--- src/hdl/csi_c2p_pkg.sv ---
// Package for the channel-sample Cartesian-to-polar converter.
// Holds fixed-point constants, the sample flag type and the arctangent table.
// No dependencies.
package csi_c2p_pkg;

  // Fraction bits of the x and y datapath, and bits added to the sample width (fraction plus headroom).
  localparam int FRAC_BITS = 16;
  localparam int XY_GUARD  = 18;

  // Angle accumulator width (Q.20 radians) and the widened phase sum.
  localparam int ANGLE_W = 22;
  localparam int PSUM_W  = 24;

  // Result field widths.
  localparam int MAG_W   = 12;
  localparam int PHASE_W = 15;

  // Constants of the fixed-point formats.
  localparam int          GAIN_W     = 16;
  localparam logic [15:0] INV_GAIN   = 16'd39797;
  localparam int          MAG_SHIFT  = 28;
  localparam int          PH_SHIFT   = 8;
  localparam int          PI_Q20     = 3294199;
  localparam int          PI_Q12     = 12868;

  // Per-sample flags carried alongside the datapath.
  typedef struct packed {
    logic im_zero;
    logic re_neg;
    logic im_neg;
  } c2p_flags_t;

  // Arctangent of 2^-idx in Q.20 radians, rounded to nearest.
  function automatic logic [19:0] atan_q20(input int unsigned idx);
    logic [19:0] v;
    begin
      case (idx)
        0:       v = 20'd823550;
        1:       v = 20'd486170;
        2:       v = 20'd256879;
        3:       v = 20'd130396;
        4:       v = 20'd65451;
        5:       v = 20'd32757;
        6:       v = 20'd16383;
        7:       v = 20'd8192;
        8:       v = 20'd4096;
        9:       v = 20'd2048;
        10:      v = 20'd1024;
        11:      v = 20'd512;
        12:      v = 20'd256;
        13:      v = 20'd128;
        14:      v = 20'd64;
        15:      v = 20'd32;
        16:      v = 20'd16;
        17:      v = 20'd8;
        18:      v = 20'd4;
        19:      v = 20'd2;
        20:      v = 20'd1;
        default: v = 20'd0;
      endcase
      return v;
    end
  endfunction

endpackage

--- src/hdl/csi_cartesian_to_polar_unit.sv ---
// Channel-sample Cartesian-to-polar converter: CORDIC vectoring chain.
// Channels: in_* takes one sample word (real, imaginary) per handshake;
// out_* gives magnitude (unsigned, 4 fraction bits) and phase (radians,
// 12 fraction bits); cfg_* writes the capture enable bit.
// While capture is disabled, input words are accepted and dropped.
// From acceptance to the result handshake a word passes one folding
// cell, one cell per micro-rotation, a gain multiply stage and the
// result register. Throughput is one word per cycle while the receiver
// does not stall; every cell holds one word in flight.
// Each cell is ready when empty or when its word moves on, so bubbles
// close up while the receiver stalls and input is refused only once the
// whole chain is full.
// Reset (rst_n low, synchronous) empties the chain and disables capture.
// Depends on csi_c2p_pkg, csi_c2p_prerot, csi_c2p_cell and csi_c2p_post.
module csi_cartesian_to_polar_unit import csi_c2p_pkg::*; #(
  parameter int SAMPLE_BITS   = 8,
  parameter int CORDIC_STAGES = 14
) (
  input  logic                          clk,
  input  logic                          rst_n,
  input  logic                          cfg_valid,
  output logic                          cfg_ready,
  input  logic                          cfg_capture_enable,
  input  logic                          in_valid,
  output logic                          in_ready,
  input  logic signed [SAMPLE_BITS-1:0] in_real_part,
  input  logic signed [SAMPLE_BITS-1:0] in_imag_part,
  output logic                          out_valid,
  input  logic                          out_ready,
  output logic        [MAG_W-1:0]       out_magnitude,
  output logic signed [PHASE_W-1:0]     out_phase
);

  localparam int W = SAMPLE_BITS + XY_GUARD;

  logic capture_enable_r, capture_enable_nxt;
  logic pre_in_ready;

  // Chain links: index 0 is the folding cell's output.
  logic                      v_a      [CORDIC_STAGES+1];
  logic                      r_a      [CORDIC_STAGES+1];
  logic signed [W-1:0]       x_a      [CORDIC_STAGES+1];
  logic signed [W-1:0]       y_a      [CORDIC_STAGES+1];
  logic signed [ANGLE_W-1:0] z_a      [CORDIC_STAGES+1];
  c2p_flags_t                f_a      [CORDIC_STAGES+1];
  logic [SAMPLE_BITS-1:0]    abs_a    [CORDIC_STAGES+1];

  // Configuration register.
  assign cfg_ready = 1'b1;

  always_comb begin
    capture_enable_nxt = capture_enable_r;
    if (cfg_valid && cfg_ready) begin
      capture_enable_nxt = cfg_capture_enable;
    end
  end

  always_ff @(posedge clk) begin
    if (!rst_n) begin
      capture_enable_r <= 1'b0;
    end else begin
      capture_enable_r <= capture_enable_nxt;
    end
  end

  // Words are swallowed while capture is off.
  assign in_ready = capture_enable_r ? pre_in_ready : 1'b1;

  csi_c2p_prerot #(
    .SAMPLE_BITS(SAMPLE_BITS)
  ) u_prerot (
    .clk        (clk),
    .rst_n      (rst_n),
    .in_valid   (in_valid && capture_enable_r),
    .in_ready   (pre_in_ready),
    .in_re      (in_real_part),
    .in_im      (in_imag_part),
    .out_valid  (v_a[0]),
    .out_ready  (r_a[0]),
    .out_x      (x_a[0]),
    .out_y      (y_a[0]),
    .out_flags  (f_a[0]),
    .out_abs_re (abs_a[0])
  );

  assign z_a[0] = '0;

  // Micro-rotation chain.
  for (genvar i = 0; i < CORDIC_STAGES; i++) begin : g_cell
    csi_c2p_cell #(
      .SAMPLE_BITS(SAMPLE_BITS),
      .STAGE      (i)
    ) u_cell (
      .clk        (clk),
      .rst_n      (rst_n),
      .in_valid   (v_a[i]),
      .in_ready   (r_a[i]),
      .in_x       (x_a[i]),
      .in_y       (y_a[i]),
      .in_z       (z_a[i]),
      .in_flags   (f_a[i]),
      .in_abs_re  (abs_a[i]),
      .out_valid  (v_a[i+1]),
      .out_ready  (r_a[i+1]),
      .out_x      (x_a[i+1]),
      .out_y      (y_a[i+1]),
      .out_z      (z_a[i+1]),
      .out_flags  (f_a[i+1]),
      .out_abs_re (abs_a[i+1])
    );
  end

  csi_c2p_post #(
    .SAMPLE_BITS(SAMPLE_BITS)
  ) u_post (
    .clk           (clk),
    .rst_n         (rst_n),
    .in_valid      (v_a[CORDIC_STAGES]),
    .in_ready      (r_a[CORDIC_STAGES]),
    .in_x          (x_a[CORDIC_STAGES]),
    .in_z          (z_a[CORDIC_STAGES]),
    .in_flags      (f_a[CORDIC_STAGES]),
    .in_abs_re     (abs_a[CORDIC_STAGES]),
    .out_valid     (out_valid),
    .out_ready     (out_ready),
    .out_magnitude (out_magnitude),
    .out_phase     (out_phase)
  );

  // The last link's y is not used by the output end.
  logic unused_y;
  assign unused_y = ^y_a[CORDIC_STAGES];

endmodule

--- src/hdl/csi_c2p_prerot.sv ---
// Input cell: sign-extends the sample, folds the left half plane onto the
// right one and scales to the Q.16 datapath. Depends on csi_c2p_pkg.
module csi_c2p_prerot import csi_c2p_pkg::*; #(
  parameter int SAMPLE_BITS = 8
) (
  input  logic                                         clk,
  input  logic                                         rst_n,
  input  logic                                         in_valid,
  output logic                                         in_ready,
  input  logic signed [SAMPLE_BITS-1:0]                in_re,
  input  logic signed [SAMPLE_BITS-1:0]                in_im,
  output logic                                         out_valid,
  input  logic                                         out_ready,
  output logic signed [SAMPLE_BITS+XY_GUARD-1:0]       out_x,
  output logic signed [SAMPLE_BITS+XY_GUARD-1:0]       out_y,
  output c2p_flags_t                                   out_flags,
  output logic        [SAMPLE_BITS-1:0]                out_abs_re
);

  localparam int W = SAMPLE_BITS + XY_GUARD;

  logic                   valid_r, valid_nxt;
  logic signed [W-1:0]    x_r, x_nxt;
  logic signed [W-1:0]    y_r, y_nxt;
  c2p_flags_t             flags_r, flags_nxt;
  logic [SAMPLE_BITS-1:0] abs_re_r, abs_re_nxt;
  logic signed [W-1:0]    y_ext;

  // The cell takes a new word when empty or when its word moves on.
  assign in_ready = !valid_r || out_ready;

  // Fold into the right half plane: negate both parts when re is negative.
  always_comb begin
    flags_nxt.re_neg  = in_re[SAMPLE_BITS-1];
    flags_nxt.im_neg  = in_im[SAMPLE_BITS-1];
    flags_nxt.im_zero = (in_im == '0);
    abs_re_nxt = in_re[SAMPLE_BITS-1] ? SAMPLE_BITS'(~in_re + 1'b1) : in_re;
    x_nxt      = W'({1'b0, abs_re_nxt}) <<< FRAC_BITS;
    y_ext      = W'(in_im) <<< FRAC_BITS;
    y_nxt      = in_re[SAMPLE_BITS-1] ? -y_ext : y_ext;
  end

  // Valid bit follows the handshake.
  always_comb begin
    valid_nxt = valid_r;
    if (in_ready) begin
      valid_nxt = in_valid;
    end
  end

  always_ff @(posedge clk) begin
    if (!rst_n) begin
      valid_r <= 1'b0;
    end else begin
      valid_r <= valid_nxt;
    end
  end

  always_ff @(posedge clk) begin
    if (in_valid && in_ready) begin
      x_r      <= x_nxt;
      y_r      <= y_nxt;
      flags_r  <= flags_nxt;
      abs_re_r <= abs_re_nxt;
    end
  end

  assign out_valid  = valid_r;
  assign out_x      = x_r;
  assign out_y      = y_r;
  assign out_flags  = flags_r;
  assign out_abs_re = abs_re_r;

endmodule

--- src/hdl/csi_c2p_cell.sv ---
// One vectoring micro-rotation cell of the CORDIC chain.
// Rotates toward the x axis by atan(2^-STAGE). Depends on csi_c2p_pkg.
module csi_c2p_cell import csi_c2p_pkg::*; #(
  parameter int SAMPLE_BITS = 8,
  parameter int STAGE       = 0
) (
  input  logic                                   clk,
  input  logic                                   rst_n,
  input  logic                                   in_valid,
  output logic                                   in_ready,
  input  logic signed [SAMPLE_BITS+XY_GUARD-1:0] in_x,
  input  logic signed [SAMPLE_BITS+XY_GUARD-1:0] in_y,
  input  logic signed [ANGLE_W-1:0]              in_z,
  input  c2p_flags_t                             in_flags,
  input  logic        [SAMPLE_BITS-1:0]          in_abs_re,
  output logic                                   out_valid,
  input  logic                                   out_ready,
  output logic signed [SAMPLE_BITS+XY_GUARD-1:0] out_x,
  output logic signed [SAMPLE_BITS+XY_GUARD-1:0] out_y,
  output logic signed [ANGLE_W-1:0]              out_z,
  output c2p_flags_t                             out_flags,
  output logic        [SAMPLE_BITS-1:0]          out_abs_re
);

  localparam int W = SAMPLE_BITS + XY_GUARD;
  localparam logic signed [ANGLE_W-1:0] STEP = ANGLE_W'(atan_q20(STAGE));

  logic                      valid_r, valid_nxt;
  logic signed [W-1:0]       x_r, x_nxt;
  logic signed [W-1:0]       y_r, y_nxt;
  logic signed [ANGLE_W-1:0] z_r, z_nxt;
  c2p_flags_t                flags_r;
  logic [SAMPLE_BITS-1:0]    abs_re_r;
  logic signed [W-1:0]       xs, ys;

  assign in_ready = !valid_r || out_ready;

  // Micro-rotation: the sign of y picks the direction.
  always_comb begin
    xs = in_x >>> STAGE;
    ys = in_y >>> STAGE;
    if (!in_y[W-1]) begin
      x_nxt = in_x + ys;
      y_nxt = in_y - xs;
      z_nxt = in_z + STEP;
    end else begin
      x_nxt = in_x - ys;
      y_nxt = in_y + xs;
      z_nxt = in_z - STEP;
    end
  end

  always_comb begin
    valid_nxt = valid_r;
    if (in_ready) begin
      valid_nxt = in_valid;
    end
  end

  always_ff @(posedge clk) begin
    if (!rst_n) begin
      valid_r <= 1'b0;
    end else begin
      valid_r <= valid_nxt;
    end
  end

  always_ff @(posedge clk) begin
    if (in_valid && in_ready) begin
      x_r      <= x_nxt;
      y_r      <= y_nxt;
      z_r      <= z_nxt;
      flags_r  <= in_flags;
      abs_re_r <= in_abs_re;
    end
  end

  assign out_valid  = valid_r;
  assign out_x      = x_r;
  assign out_y      = y_r;
  assign out_z      = z_r;
  assign out_flags  = flags_r;
  assign out_abs_re = abs_re_r;

endmodule

--- src/hdl/csi_c2p_post.sv ---
// Output end: gain compensation, rounding, saturation and the result register.
// Two register stages. Depends on csi_c2p_pkg.
module csi_c2p_post import csi_c2p_pkg::*; #(
  parameter int SAMPLE_BITS = 8
) (
  input  logic                                   clk,
  input  logic                                   rst_n,
  input  logic                                   in_valid,
  output logic                                   in_ready,
  input  logic signed [SAMPLE_BITS+XY_GUARD-1:0] in_x,
  input  logic signed [ANGLE_W-1:0]              in_z,
  input  c2p_flags_t                             in_flags,
  input  logic        [SAMPLE_BITS-1:0]          in_abs_re,
  output logic                                   out_valid,
  input  logic                                   out_ready,
  output logic        [MAG_W-1:0]                out_magnitude,
  output logic signed [PHASE_W-1:0]              out_phase
);

  localparam int W   = SAMPLE_BITS + XY_GUARD;
  localparam int PW  = W - 1 + GAIN_W;
  localparam int QW  = PW + 1 - MAG_SHIFT;
  localparam int BW  = SAMPLE_BITS + 4;
  localparam int RW  = PSUM_W - PH_SHIFT;

  // Stage A registers: product and phase sum.
  logic                     va_r, va_nxt;
  logic [PW-1:0]            prod_r;
  logic signed [PSUM_W-1:0] psum_r, psum_nxt;
  c2p_flags_t               flags_r;
  logic [SAMPLE_BITS-1:0]   abs_re_r;
  logic                     a_ready;

  // Stage B: the result register.
  logic                     vb_r, vb_nxt;
  logic [MAG_W-1:0]         mag_r, mag_nxt;
  logic signed [PHASE_W-1:0] ph_r, ph_nxt;

  logic [PW:0]              prod_rnd;
  logic [QW+MAG_W-1:0]      q_ext;
  logic [BW+MAG_W-1:0]      b_ext;
  logic signed [PSUM_W-1:0] psum_rnd;
  logic signed [RW-1:0]     ph_sh;
  logic signed [PSUM_W-1:0] base;

  assign a_ready  = !vb_r || out_ready;
  assign in_ready = !va_r || a_ready;

  // Pi offset for samples folded from the left half plane.
  always_comb begin
    base = '0;
    if (in_flags.re_neg) begin
      base = in_flags.im_neg ? -PSUM_W'(PI_Q20) : PSUM_W'(PI_Q20);
    end
    psum_nxt = PSUM_W'(in_z) + base;
  end

  always_comb begin
    va_nxt = va_r;
    if (in_ready) begin
      va_nxt = in_valid;
    end
    vb_nxt = vb_r;
    if (a_ready) begin
      vb_nxt = va_r;
    end
  end

  always_ff @(posedge clk) begin
    if (!rst_n) begin
      va_r <= 1'b0;
      vb_r <= 1'b0;
    end else begin
      va_r <= va_nxt;
      vb_r <= vb_nxt;
    end
  end

  // Gain compensation multiply; x is never negative here.
  always_ff @(posedge clk) begin
    if (in_valid && in_ready) begin
      prod_r   <= PW'(in_x[W-2:0]) * PW'(INV_GAIN);
      psum_r   <= psum_nxt;
      flags_r  <= in_flags;
      abs_re_r <= in_abs_re;
    end
  end

  // Round half up, shift down and saturate both results.
  always_comb begin
    prod_rnd = {1'b0, prod_r} + (PW + 1)'(1 << (MAG_SHIFT - 1));
    q_ext    = (QW + MAG_W)'(prod_rnd[PW:MAG_SHIFT]);
    b_ext    = (BW + MAG_W)'({abs_re_r, 4'b0000});
    psum_rnd = psum_r + PSUM_W'(1 << (PH_SHIFT - 1));
    ph_sh    = psum_rnd[PSUM_W-1:PH_SHIFT];
    if (flags_r.im_zero) begin
      mag_nxt = (|b_ext[BW+MAG_W-1:MAG_W]) ? '1 : b_ext[MAG_W-1:0];
      ph_nxt  = flags_r.re_neg ? PHASE_W'(PI_Q12) : '0;
    end else begin
      mag_nxt = (|q_ext[QW+MAG_W-1:MAG_W]) ? '1 : q_ext[MAG_W-1:0];
      if (ph_sh > RW'(PI_Q12)) begin
        ph_nxt = PHASE_W'(PI_Q12);
      end else if (ph_sh < -RW'(PI_Q12)) begin
        ph_nxt = -PHASE_W'(PI_Q12);
      end else begin
        ph_nxt = ph_sh[PHASE_W-1:0];
      end
    end
  end

  always_ff @(posedge clk) begin
    if (va_r && a_ready) begin
      mag_r <= mag_nxt;
      ph_r  <= ph_nxt;
    end
  end

  assign out_valid     = vb_r;
  assign out_magnitude = mag_r;
  assign out_phase     = ph_r;

endmodule

--- config.mk ---
export PLATFORM = sky130hd
export DESIGN_NAME = csi_cartesian_to_polar_unit
export DESIGN_NICKNAME = d
export VERILOG_FILES = /design/src/hdl/csi_c2p_pkg.sv /design/src/hdl/csi_cartesian_to_polar_unit.sv /design/src/hdl/csi_c2p_prerot.sv /design/src/hdl/csi_c2p_cell.sv /design/src/hdl/csi_c2p_post.sv
export SDC_FILE = /design/constraint.sdc
export NUM_CORES = 2
export LEC_CHECK = 0
export BUFFER_PORTS_ARGS = -buffer_cell sky130_fd_sc_hd__buf_2
export CAP_MARGIN = 20
export CORE_MARGIN = 4
export CORE_UTILIZATION = 24
export CTS_BUF_LIST = sky130_fd_sc_hd__clkbuf_4 sky130_fd_sc_hd__clkbuf_8
export CTS_CLUSTER_DIAMETER = 80
export DETAILED_ROUTE_END_ITERATION = 8
export GPL_TIMING_DRIVEN = 0
export MAX_ROUTING_LAYER = met4
export PLACE_DENSITY = 0.41
export SKIP_LAST_GASP = 1
export SYNTH_ARGS = -nofsm -noshare
export SYNTH_HDL_FRONTEND = slang
export SYNTH_SLANG_ARGS = --single-unit
export TNS_END_PERCENT = 20
--- constraint.sdc ---
create_clock -name clk -period 13.1 [get_ports clk]
set_clock_uncertainty 0.1 [all_clocks]
set_input_delay 0.655 -clock clk [delete_from_list [all_inputs] [get_ports clk]]
set_output_delay 0.655 -clock clk [all_outputs]
set_load 0.02 [all_outputs]
* Word level (Yosys, flattened, before mapping)
Index checks and enable logic that the tools add are counted.
Operators by class: $lt $le $gt $ge 2, multipliers 1, reduce and logical (&&, ||, !) cells 54, bitwise logic cells 1, add/subtract/negate cells 84, multiplexer cells 52
Operators by type and width (count):
- $mux W26 | 26
- $mux W22 | 14
- $sub A26 B25 Y26 | 3
- $add A26 B15 Y26 | 2
- $add A26 B16 Y26 | 2
- $add A26 B17 Y26 | 2
- $add A26 B18 Y26 | 2
- $add A26 B19 Y26 | 2
- $add A26 B20 Y26 | 2
- $add A26 B21 Y26 | 2
- $add A26 B22 Y26 | 2
- $add A26 B23 Y26 | 2
- $add A26 B24 Y26 | 2
- $add A26 B25 Y26 | 2
- $sub A26 B15 Y26 | 2
- $sub A26 B16 Y26 | 2
- $sub A26 B17 Y26 | 2
- $sub A26 B18 Y26 | 2
- $sub A26 B19 Y26 | 2
- $sub A26 B20 Y26 | 2
- $sub A26 B21 Y26 | 2
- $sub A26 B22 Y26 | 2
- $sub A26 B23 Y26 | 2
- $sub A26 B24 Y26 | 2
- 53 further kinds | 109
Storage, ports and cells: logic and storage cells 324, output and inout port bits 30, bits in registers 1319, input bits 22

* Longest topological paths before layout
depth in word-level cells 19, depth in mapped cells 23, gate-level depth less buffers 23

* Hierarchy
Synthesis repeated with hierarchy kept, for this count alone.
Second synthesis, totals: cell total of the unflattened synthesis 10921, area total of the unflattened synthesis 107598.2 um^2
By module, submodules not included:
- csi_c2p_post | times used 1, seq. area each 2082.0 um^2, cells an instance 1080, area each 11263.3 um^2
- csi_c2p_cell at g_cell[0].u_cell | times used 1, seq. area each 2542.4 um^2, cells an instance 865, area each 7733.7 um^2
- csi_c2p_cell at g_cell[5].u_cell | times used 1, seq. area each 2572.5 um^2, cells an instance 770, area each 7273.2 um^2
- csi_c2p_cell at g_cell[2].u_cell | times used 1, seq. area each 2572.5 um^2, cells an instance 752, area each 7240.7 um^2
- csi_c2p_cell at g_cell[1].u_cell | times used 1, seq. area each 2572.5 um^2, cells an instance 748, area each 7144.4 um^2
- csi_c2p_cell at g_cell[3].u_cell | times used 1, seq. area each 2572.5 um^2, cells an instance 744, area each 7121.8 um^2
- csi_c2p_cell at g_cell[4].u_cell | times used 1, seq. area each 2572.5 um^2, cells an instance 723, area each 7075.5 um^2
- csi_c2p_cell at g_cell[6].u_cell | times used 1, seq. area each 2572.5 um^2, cells an instance 699, area each 6940.4 um^2
- csi_c2p_cell at g_cell[13].u_cell | times used 1, seq. area each 2572.5 um^2, cells an instance 655, area each 6620.1 um^2
- csi_c2p_cell at g_cell[8].u_cell | times used 1, seq. area each 2572.5 um^2, cells an instance 655, area each 6457.4 um^2
- csi_c2p_cell at g_cell[10].u_cell | times used 1, seq. area each 2572.5 um^2, cells an instance 651, area each 6397.4 um^2
- csi_c2p_cell at g_cell[11].u_cell | times used 1, seq. area each 2572.5 um^2, cells an instance 650, area each 6333.6 um^2
- csi_c2p_cell at g_cell[12].u_cell | times used 1, seq. area each 2572.5 um^2, cells an instance 604, area each 6254.7 um^2
- csi_c2p_cell at g_cell[9].u_cell | times used 1, seq. area each 2572.5 um^2, cells an instance 602, area each 6195.9 um^2
- +3 rows

* Worst setup path after synthesis
No wires, ideal clock.
path type input to register, start point in out_ready, end point reg g_cell[7].u_cell.abs_re_r[0], enable pin, data required time 12.345 ns, arrival 7.586 ns, buffers on the path 0, setup time 0.655 ns, cell stages on the path 5, setup slack 4.759 ns, cells stage by stage and4b_1 and3_1 and2_1 and3_1 a21boi_0
On the way: cells in the longest elaborated chain, start to end 10
RTL lines:
- start: declaration | line csi_cartesian_to_polar_unit.sv:29 | input logic out_ready,
- $logic_or A1 B1 Y1 | line csi_c2p_post.sv:46 | assign a_ready = !vb_r || out_ready;
- $logic_or A1 B1 Y1 | line csi_c2p_post.sv:47 | assign in_ready = !va_r || a_ready;
- $logic_or A1 B1 Y1 (7 in a row) | line csi_c2p_cell.sv:36 | assign in_ready = !valid_r || out_ready;
- $logic_and A1 B1 Y1 | line csi_c2p_cell.sv:69 | if (in_valid && in_ready) begin
- end signal: assignment | line csi_c2p_cell.sv:74 | abs_re_r <= in_abs_re;
- end: declaration | line csi_c2p_cell.sv:33 | logic [SAMPLE_BITS-1:0] abs_re_r;
No other way between the ends. A chain may end at the register's enable or synchronous reset.

* Worst setup path in the final report
start point reg g_cell[13].u_cell.x_r[14], end point reg u_post.prod_r[31], data pin
On the way: cells in the longest elaborated chain, start to end 1
RTL lines:
- start: declaration | line csi_c2p_cell.sv:29 | logic signed [W-1:0] x_r, x_nxt;
- start signal: assignment | line csi_c2p_cell.sv:70 | x_r <= x_nxt;
- $mul A25 B16 Y41 | line csi_c2p_post.sv:82 | prod_r <= PW'(in_x[W-2:0]) * PW'(INV_GAIN);
- end signal: assignment | line csi_c2p_post.sv:82
- end: declaration | line csi_c2p_post.sv:28 | logic [PW-1:0] prod_r;
No other way between the ends.

==> results.sh <==
export IMPL_crit_arrival_ns=7.39
export IMPL_synth_fp_nets=8893
export IMPL_first_pass_iters=5
export IMPL_timing_fmax_ghz=0.1466
export IMPL_max_cap_violations=0
export IMPL_cts_sinks=1094
export IMPL_hp_class="flop to flop"
export IMPL_first_iter_violations=2587
export IMPL_setup_ws_ns=6.279
export IMPL_critPathRequiredTime_ns=13.67
export IMPL_clk_transition_reported_paths_ns=0.06
export IMPL_cts_max_path_buffers=4
export IMPL_r2r_slack_ns=6.28
export IMPL_dieHeight_um=589.7
export IMPL_ys_flop_type="edfxtp_1"
export IMPL_gp_congestion=0.8802
export IMPL_outcome="finished clean"
export IMPL_use_met1_pct=14.32
export IMPL_grt_max_degree=69
export IMPL_tns_ns=0
export IMPL_worstPathCellList="inv_1, fa_1, fa_1, inv_1, fa_1, fa_1, fa_1, inv_1, fa_1, inv_1, ha_1, a21o_1, a21oi_1, nor2b_1, a2111oi_0, nand2_1, o21ai_0, o31ai_1, o21a_1, nor2_1, xnor2_1"
export IMPL_initial_core_util_pct=24.11
export IMPL_final_nets=9202
export IMPL_vias=56250
export IMPL_crit_family="adder cells"
export IMPL_use_met2_pct=20.71
export IMPL_grt_pass1_wl_mm=325.2
export IMPL_critPathMostFrequentCell="fa_1"
export IMPL_grt_overflow=0
export IMPL_finalCriticalPeriod_ns=6.821
export IMPL_async_flop_share_pct=0
export IMPL_die_area_um2=347800
export IMPL_num_rows=213
export IMPL_leakagePower_nw=36.18
export IMPL_hold_slack_ns=0.2814
export IMPL_synth_seq_area_share_pct=40.23
export IMPL_portBuffers=49
export IMPL_clock_latency_ns=0.95
export IMPL_cp_max_fo=5
export IMPL_cts_max_level=4
export IMPL_critical_path_class="flop to flop"
export IMPL_clockRootBuffer="clkbuf_8"
export IMPL_antenna_found_initial=2
export IMPL_postRouteWirelength_mm=206.1
export IMPL_final_common_cell="edfxtp_1"
export IMPL_yosys_warnings=0
export IMPL_syn2layout_area_growth_pct=13.30
export IMPL_synth_area_um2=81210
export IMPL_startpoint_type="flop"
export IMPL_met3_usage_pct=1.479
export IMPL_slowest_stage="edfxtp_1"
export IMPL_core_um2=336900
export IMPL_rsz0062_at_grt="no"
export IMPL_max_slew_margin_rel_pct=21.34
export IMPL_setup_viol=0
export IMPL_grt_busiest_layer="met2"
export IMPL_synth_edf_count=1076
export IMPL_period_share_pct=52.07
export IMPL_finalPower_mw=7.194
export IMPL_drive_gt1_share_pct=6.355
export IMPL_grt_use_total_pct=12.00
export IMPL_remaining_drc_errors=0
export IMPL_via_per_inst=4.424
export IMPL_numCtsBuffers=196
export IMPL_ys_ff_latch=1094
export IMPL_die_x_um=589.7
export IMPL_max_stage_delay_ns=0.59
export IMPL_grt_pass1_vias=57630
export IMPL_endpoint_kind="flop"
export IMPL_yosysUniqueCellTypes=101
export IMPL_critical_path_buf_inv_count=4
export IMPL_vdd_drop_max_mv=0.06372
export IMPL_ant_nets=0
export IMPL_synth_area_per_cell_um2=10.48
export IMPL_dp_hpwl_mm=165.8
export IMPL_finalHoldViolations=0
export IMPL_post_synth_inst_count=7746
export IMPL_worstMarginPinSlew_ns=1.169
export IMPL_power_density_nw_per_um2=78.18
export IMPL_wl_per_cell_um=16.21
export IMPL_slew_viol_final=0
export IMPL_final_cell_mix="edfxtp_1 (1076), ha_1 (925), nor2_1 (708)"
export IMPL_dp_slack_ns=6.249
export IMPL_ioPinCount=52
export IMPL_cts_tree="yes"
-- through the flow --
step           instance area [µm²]  std cells  util [%]
2_1_floorplan                81210       7746         -
3_3_place_gp                 87110      12310     25.86
3_5_place_dp                 87890      12340     26.09
4_1_cts                      92010      12710     27.31
5_1_grt                      92010      12710     27.31
6_report                     92010      12710     27.31
-- cell families after synthesis --
kind of cell | share of synthesized area [%]
and+or+nand+nor | 12.13
AOI/OAI and AO/OA | 13.94
adders and majority gates | 19.18
DFF | 40.23
xor gates and xnor gates | 10.62
buffers and inverters | 3.172
muxes | 0.7164
other | 0.004618
-- synthesized netlist by cell type (97+ instances only) --
cell type  count  area share, %
a21o_1       216            2.0
a21oi_1      613            3.8
edfxtp_1    1076             40
fa_1         200            4.9
ha_1         925             14
inv_1        592            2.7
nand2_1      366            1.7
nand2b_1      97           0.75
nand3_1      116           0.71
nor2_1       708            3.3
nor2b_1      142            1.1
nor3_1       220            1.4
o21a_1       109            1.0
o21ai_0      297            1.8
xnor2_1      657            7.1
xor2_1       328            3.5
-- layer usage --
layer / up-vias / routed length (µm)
met3: 395 / 5589
met1: 26420 / 91290
met5: - / 0
met2: 760 / 101400
met4: 0 / 7804
li1: 28670 / -
-- flip-flops by register name, summed over array words and instances, names as in the netlist, 2 cells and up --
signal	flops
u_post.out_phase	15
u_prerot.out_flags	3
u_post.flags_r	2
g_cell.u_cell.out_flags	42
u_prerot.out_y	10
g_cell.u_cell.out_x	297
g_cell.u_cell.out_valid	14
u_post.psum_r	17
g_cell.u_cell.out_z	274
g_cell.u_cell.out_y	262
u_post.out_magnitude	12
u_post.abs_re_r	8
g_cell.u_cell.out_abs_re	112
u_prerot.out_x	8
u_post.prod_r	14
-- timing repair --
| action | CTS | global route |
|---|---|---|
| hold buffers | 28 | 0 |
| endpoints found under the hold margin | 33 | 0 |
| buffers inserted | 0 | 0 |
| gates resized for setup | 0 | 0 |
-- power by group --
part | switching [mW] | internal [mW] | leakage, nW | total [mW]
Sequential | 0.00855 | 3.81 | 9.81 | 3.81
Combinational | 0.0674 | 0.0557 | 24.3 | 0.123
Clock | 1.49 | 1.76 | 2.02 | 3.26
-- final timing paths --
path                                  start                        endpoint  cells past startpoint
max reg2reg     g_cell[13].u_cell.out_x[14]               u_post.prod_r[31]                     21
max             g_cell[13].u_cell.out_x[14]               u_post.prod_r[31]                     21
min reg2reg  g_cell[8].u_cell.out_abs_re[1]  g_cell[9].u_cell.out_abs_re[1]                      0
min          g_cell[8].u_cell.out_abs_re[1]  g_cell[9].u_cell.out_abs_re[1]                      0
-- final cells by class --
| class | instances | area (µm²) |
|---|---|---|
| fillers | 35380 | 244900 |
| well taps | 4515 | 5649 |
| plain buffers | 89 | 350.3 |
| clock inverters | 88 | 683.2 |
| inverters | 593 | 2226 |
| multi-input cells | 5970 | 46100 |
| diodes | 1 | 2.502 |
| clock buffers | 253 | 3151 |
| flip-flops and latches | 1094 | 32670 |
| repair buffers | 111 | 1176 |
-- worst register-to-register path, delay by kind of cell, from the launching register on --
family | cells | cell delay [ns]
buffers and inverters | 4 | 0.42
AO/OA/AOI/OAI | 6 | 1.68
adder cells (fa/ha/maj) | 7 | 3.40
flip-flops | 1 | 0.59
AND/OR/NAND/NOR | 3 | 0.29
XOR/XNOR | 1 | 0.08
(Power assumes the default switching activity.)
